===== config.mk =====
export PLATFORM = sky130hd
export DESIGN_NAME = att_ctrl
export DESIGN_NICKNAME = d
export VERILOG_FILES = /design/src/sv/att_pkg.sv /design/src/sv/att_ctrl.sv
export SDC_FILE = /design/constraint.sdc
export NUM_CORES = 1
export LEC_CHECK = 0
export BUFFER_PORTS_ARGS = -buffer_cell sky130_fd_sc_hd__buf_4
export CAP_MARGIN = 20
export CORE_UTILIZATION = 40
export DETAILED_ROUTE_END_ITERATION = 8
export PLACE_DENSITY_LB_ADDON = 0.05
export RECOVER_POWER = 25
export SLEW_MARGIN = 25
export SYNTH_ARGS = -nofsm -noshare
export SYNTH_HDL_FRONTEND = slang
export SYNTH_SLANG_ARGS = --single-unit

===== constraint.sdc =====
create_clock -name clk_i -period 3 [get_ports clk_i]
set_input_delay 0.3 -clock clk_i [delete_from_list [all_inputs] [get_ports clk_i]]
set_output_delay 0.3 -clock clk_i [all_outputs]
set_load 0.005 [all_outputs]

===== src/sv/att_pkg.sv =====
`timescale 1ns / 1ps

package att_pkg;

  // Default table depth
  localparam int unsigned TableEntriesDef = 64;

  // Field widths
  localparam int unsigned AddrW  = 32;
  localparam int unsigned SizeW  = 32;
  localparam int unsigned CountW = 32;
  localparam int unsigned ByteW  = 48;
  localparam int unsigned FuncW  = 2;
  localparam int unsigned StatW  = 2;
  localparam int unsigned InDataW  = AddrW + SizeW;
  localparam int unsigned OutDataW = 4 * CountW + 4 * ByteW;

  // Event codes
  typedef enum logic [FuncW-1:0] {
    FUNC_ALLOC = 2'd0,
    FUNC_FREE  = 2'd1,
    FUNC_CLEAR = 2'd2,
    FUNC_NOP   = 2'd3
  } func_e;

  // Result codes
  typedef enum logic [StatW-1:0] {
    ST_OK        = 2'd0,
    ST_UNTRACKED = 2'd1,
    ST_IGNORED   = 2'd2,
    ST_FULL      = 2'd3
  } status_e;

  // One table row
  typedef struct packed {
    logic             vld;
    logic [AddrW-1:0] addr;
    logic [SizeW-1:0] size;
  } row_t;

  // Controller to datapath
  typedef struct packed {
    logic load;
    logic decode;
    logic clr_ctrs;
    logic scan;
    logic sweep;
    logic apply;
    logic peak;
    logic emit;
  } ctrl_cmd_t;

  // Datapath to controller
  typedef struct packed {
    logic is_clear;
    logic is_active;
    logic scan_last;
    logic out_free;
  } dp_stat_t;

  function automatic logic [CountW-1:0] sat_inc32(input logic [CountW-1:0] a);
    return (a == '1) ? a : a + CountW'(1);
  endfunction

  function automatic logic [CountW-1:0] floor_dec32(input logic [CountW-1:0] a);
    return (a == '0) ? a : a - CountW'(1);
  endfunction

  function automatic logic [ByteW-1:0] sat_add48(input logic [ByteW-1:0] a,
                                                 input logic [SizeW-1:0] b);
    logic [ByteW:0] s;
    s = {1'b0, a} + (ByteW + 1)'(b);
    return s[ByteW] ? '1 : s[ByteW-1:0];
  endfunction

  function automatic logic [ByteW-1:0] floor_sub48(input logic [ByteW-1:0] a,
                                                   input logic [SizeW-1:0] b);
    return (a > ByteW'(b)) ? a - ByteW'(b) : '0;
  endfunction

endpackage


===== src/sv/att_ctrl.sv =====
`timescale 1ns / 1ps

module att_ctrl (
  input  logic                clk_i,
  input  logic                rst_ni,
  input  logic                s_axis_tvalid,
  output logic                s_axis_tready,
  input  att_pkg::dp_stat_t   stat_i,
  output att_pkg::ctrl_cmd_t  cmd_o
);
  import att_pkg::*;

  typedef enum logic [8:0] {
    S_INIT   = 9'b000000001,
    S_IDLE   = 9'b000000010,
    S_DECODE = 9'b000000100,
    S_CLEAR  = 9'b000001000,
    S_SCAN   = 9'b000010000,
    S_TAIL   = 9'b000100000,
    S_APPLY  = 9'b001000000,
    S_PEAK   = 9'b010000000,
    S_EMIT   = 9'b100000000
  } state_e;

  state_e state_q, state_d;

  // State register
  always_ff @(posedge clk_i or negedge rst_ni) begin
    if (!rst_ni) begin
      state_q <= S_INIT;
    end else begin
      state_q <= state_d;
    end
  end

  // Next state and commands
  always_comb begin
    state_d = state_q;
    cmd_o   = '0;
    case (state_q)
      S_INIT: begin
        cmd_o.sweep = 1'b1;
        if (stat_i.scan_last) state_d = S_IDLE;
      end
      S_IDLE: begin
        cmd_o.load = s_axis_tvalid;
        if (s_axis_tvalid) state_d = S_DECODE;
      end
      S_DECODE: begin
        cmd_o.decode = 1'b1;
        if (stat_i.is_clear) begin
          cmd_o.clr_ctrs = 1'b1;
          state_d = S_CLEAR;
        end else if (stat_i.is_active) begin
          state_d = S_SCAN;
        end else begin
          state_d = S_EMIT;
        end
      end
      S_CLEAR: begin
        cmd_o.sweep = 1'b1;
        if (stat_i.scan_last) state_d = S_EMIT;
      end
      S_SCAN: begin
        cmd_o.scan = 1'b1;
        if (stat_i.scan_last) state_d = S_TAIL;
      end
      S_TAIL: begin
        state_d = S_APPLY;
      end
      S_APPLY: begin
        cmd_o.apply = 1'b1;
        state_d = S_PEAK;
      end
      S_PEAK: begin
        cmd_o.peak = 1'b1;
        state_d = S_EMIT;
      end
      S_EMIT: begin
        cmd_o.emit = 1'b1;
        if (stat_i.out_free) state_d = S_IDLE;
      end
      default: begin
        state_d = S_INIT;
      end
    endcase
  end

  assign s_axis_tready = (state_q == S_IDLE);

endmodule


==> impl_metrics.tcl <==
set metrics [dict create \
    synth_compound_area_share_pct 16.7 \
    critPathTopFamily "simple AND/OR/NAND/NOR gates" \
    htreeDepth 1 \
    vias 621 \
    fp.dieW_um 43.0 \
    criticalPathCategory "reg -> out" \
    wl_um 1520 \
    worst_ep_required_time_ns 2.70 \
    worst-path-buf-inv 1 \
    drive_above_1_share_pct 27.0 \
    cts_tree "yes" \
    initialDrtViolationCount 11 \
    die_h_um 43.0 \
    crit_chain "nor4_4 -> nand2_1 -> nor4b_1 -> buf_4" \
    cellPowerDensity_nw_per_um2 769 \
    design.die.area_um2 1850 \
    path_max_fanout 10 \
    tightest_slew_ns 0.552 \
    antenna_found_initial 0 \
    worstPathArrival_ns 1.98 \
    swShare_pct 43.1 \
    clock_sinks 9 \
    ios 16 \
    hp-class "in -> reg" \
    clkTransAtPathRegs_ns 0.07 \
    clockBufferDepth 2 \
    period_minus_slack_ns 2.28 \
    fin_skew_ns 0.00128 \
    core_um2 1540 \
    drv_slew 0 \
    synth_xor_area_share_pct 6.51 \
    synth_area_um2 673 \
    largest_reg_flops 9 \
    avgSynthCellArea_um2 9.22 \
    end_kind "output pin" \
    power_frac_comb_pct 49.0 \
    rsz0062_at_grt "false" \
    tns_ns 0 \
    synth-simple-area-share_pct 36.6 \
    dpl.hpwl_um 1130 \
    area_growth_pct 19.9 \
    synth_seq_cells 9 \
    hold_slack_ns 0.255 \
    grt_use_total_pct 19.9 \
    final_util_pct 52.4 \
    power.internal_mw 0.353 \
    power.share.sequential_pct 33.9 \
    fillers 162 \
    viasPerCell 5.91 \
    netSwitchingPower_mw 0.268 \
    grt_pass1_vias 588 \
    firstDrtPassIters 4 \
    p_leak_nw 0.391 \
    reg_top3 "state_q (9)" \
    fmax_mhz 438 \
    placementRows 14 \
    start_util_pct 43.7 \
    grt_start_max_net_pins 11 \
    synth_top_cell_by_area "dfrtp_1" \
    startpoint_type "flip-flop" \
    synthCells 73 \
    cts_setup_buffers 0 \
    yosysWarnings 0 \
    final_hold_viol_count 0 \
    muxShareOfSynthArea_pct 0 \
    io_buffer_count 15 \
    drv_cap 0 \
    seq_area_frac_synth_pct 33.6 \
    grt.overflow.total 0 \
    max-slew-margin-rel_pct 63.2 \
    synth_top_family_by_area "simple AND/OR/NAND/NOR gates" \
    synth_nets 80 \
    cts-root-buf "clkbuf_4" \
    nets 97 \
    pwr-share-clk_pct 17.1 \
    critical_path.slowest_cell "dfrtp_1" \
    ir_drop_mv 0.405 \
    max_stage_delay_ns 0.51 \
    setup_viol 0 \
    status "complete, no violations" \
    yosysTopAreaCellShare_pct 29.7 \
    routedWlPerCell_um 14.5 \
    timing.final.crit_share_pct 76.1 \
    grt_pass1_wl_um 2700 \
    final_antenna_net_count 0 \
    clock_latency_ns 0.28 \
    drc 0 \
    antenna_cells 0 \
    netlist-cell-type-count 31 \
    synthTopCellsByArea "dfrtp_1 (30%), nor4_4 (6.3%), nor4b_1 (5.2%)" \
    cts_buffers 3 \
    synth_adder_area_share_pct 0 \
    gp_routability_congestion 0.790 \
    top_register "state_q" \
]
[layer usage]
| layer | GRT usage, % | part of all wire (%) |
|---|---|---|
| met1 | 26.1 | 48 |
| met2 | 30.6 | 45 |
| met3 | 3.83 | 4.7 |
| met4 | 10.9 | 2.5 |
| met5 | 0 | 0 |
[area by class of cell]
| class | instances | area, µm² | share of cell area [%] |
|---|---|---|---|
| multi-input cells | 57 | 403 | 49.9 |
| inverters | 3 | 11.3 | 1.40 |
| flip-flops and latches | 9 | 226 | 28.1 |
| well taps | 16 | 20.0 | 2.48 |
| clock inverters | 1 | 5.00 | 0.620 |
| repair buffers | 16 | 119 | 14.7 |
| clock buffers | 3 | 22.5 | 2.79 |
[stage by stage]
step	cells	total power, mW	cell area [µm²]	worst slack, ns
5_1_grt	105	0.675	807	0.566
4_1_cts	105	0.623	811	0.724
3_5_place_dp	100	0.516	773	1.03
6_report	105	0.621	807	0.717
3_3_place_gp	100	0.520	773	1.05
2_1_floorplan	73	0.427	673	1.23
[power by group through the flow]
stage	registers, mW	clock network [mW]	logic, mW
floorplan	0.175	0	0.252
finish	0.211	0.106	0.304
CTS	0.210	0.104	0.309
global route	0.217	0.113	0.345
global placement	0.212	0	0.308
detailed placement	0.213	0	0.304
[cells in the final DEF (no fill, tap or decap), drive strengths merged, types with 2 or more instances in the layout]
cell type,instances
clkbuf,4
nand3,2
o21ai,5
buf,14
and4,2
or3,2
nor3,5
nand2b,2
nor4b,4
nor4,4
inv,3
xor2,4
dfrtp,8
nor2,5
a21o,3
nand2,5
and2,3
[cell usage after synthesis (all sizes together)]
library cell and instances:
nor3 5, a21oi 1, o211ai 1, dfrtp 8, nand3 2, and3 1, nor4b 4, nand4 1
and4 2, buf 4, xnor2 1, nor4 4, a21bo 1, a32o 1, a31oi 1, nor2 5
nand2b 2, a2bb2oi 1, inv 3, and2 3, o2111ai 1, o21ai 5, a21o 3, dfstp 1
o2bb2ai 1, xor2 4, or3 2, nand2 5
[cell families (layout without fill, tap and decap cells)]
| kind of cell | Yosys count | count (layout) |
|---|---|---|
| AO/OA/AOI/OAI | 16 | 16 |
| XOR/XNOR | 5 | 5 |
| buffers and inverters | 7 | 23 |
| flip-flops | 9 | 9 |
| AND/OR/NAND/NOR | 36 | 36 |
[repair_timing]
item                                   CTS  global route
hold buffers                             1             0
endpoints found under the hold margin    8             0
gates resized for setup                  0             0
[path summary, 6_finish.rpt]
path | startpoint | end | slack, ns | depth (start not counted)
worst max-delay path | state_q[3] | cmd_o[1] | 0.72 | 4
worst min-delay path | stat_i[1] | state_q[5] | 0.26 | 2
worst max register to register | state_q[5] | state_q[3] | 1.14 | 5
worst min register to register | state_q[0] | state_q[0] | 0.56 | 2
max in group asynchronous | rst_ni | state_q[0] | 2.12 | 2
min in group asynchronous | rst_ni | state_q[7] | 0.51 | 2
No activity file was read; power rests on OpenSTA's default activity.
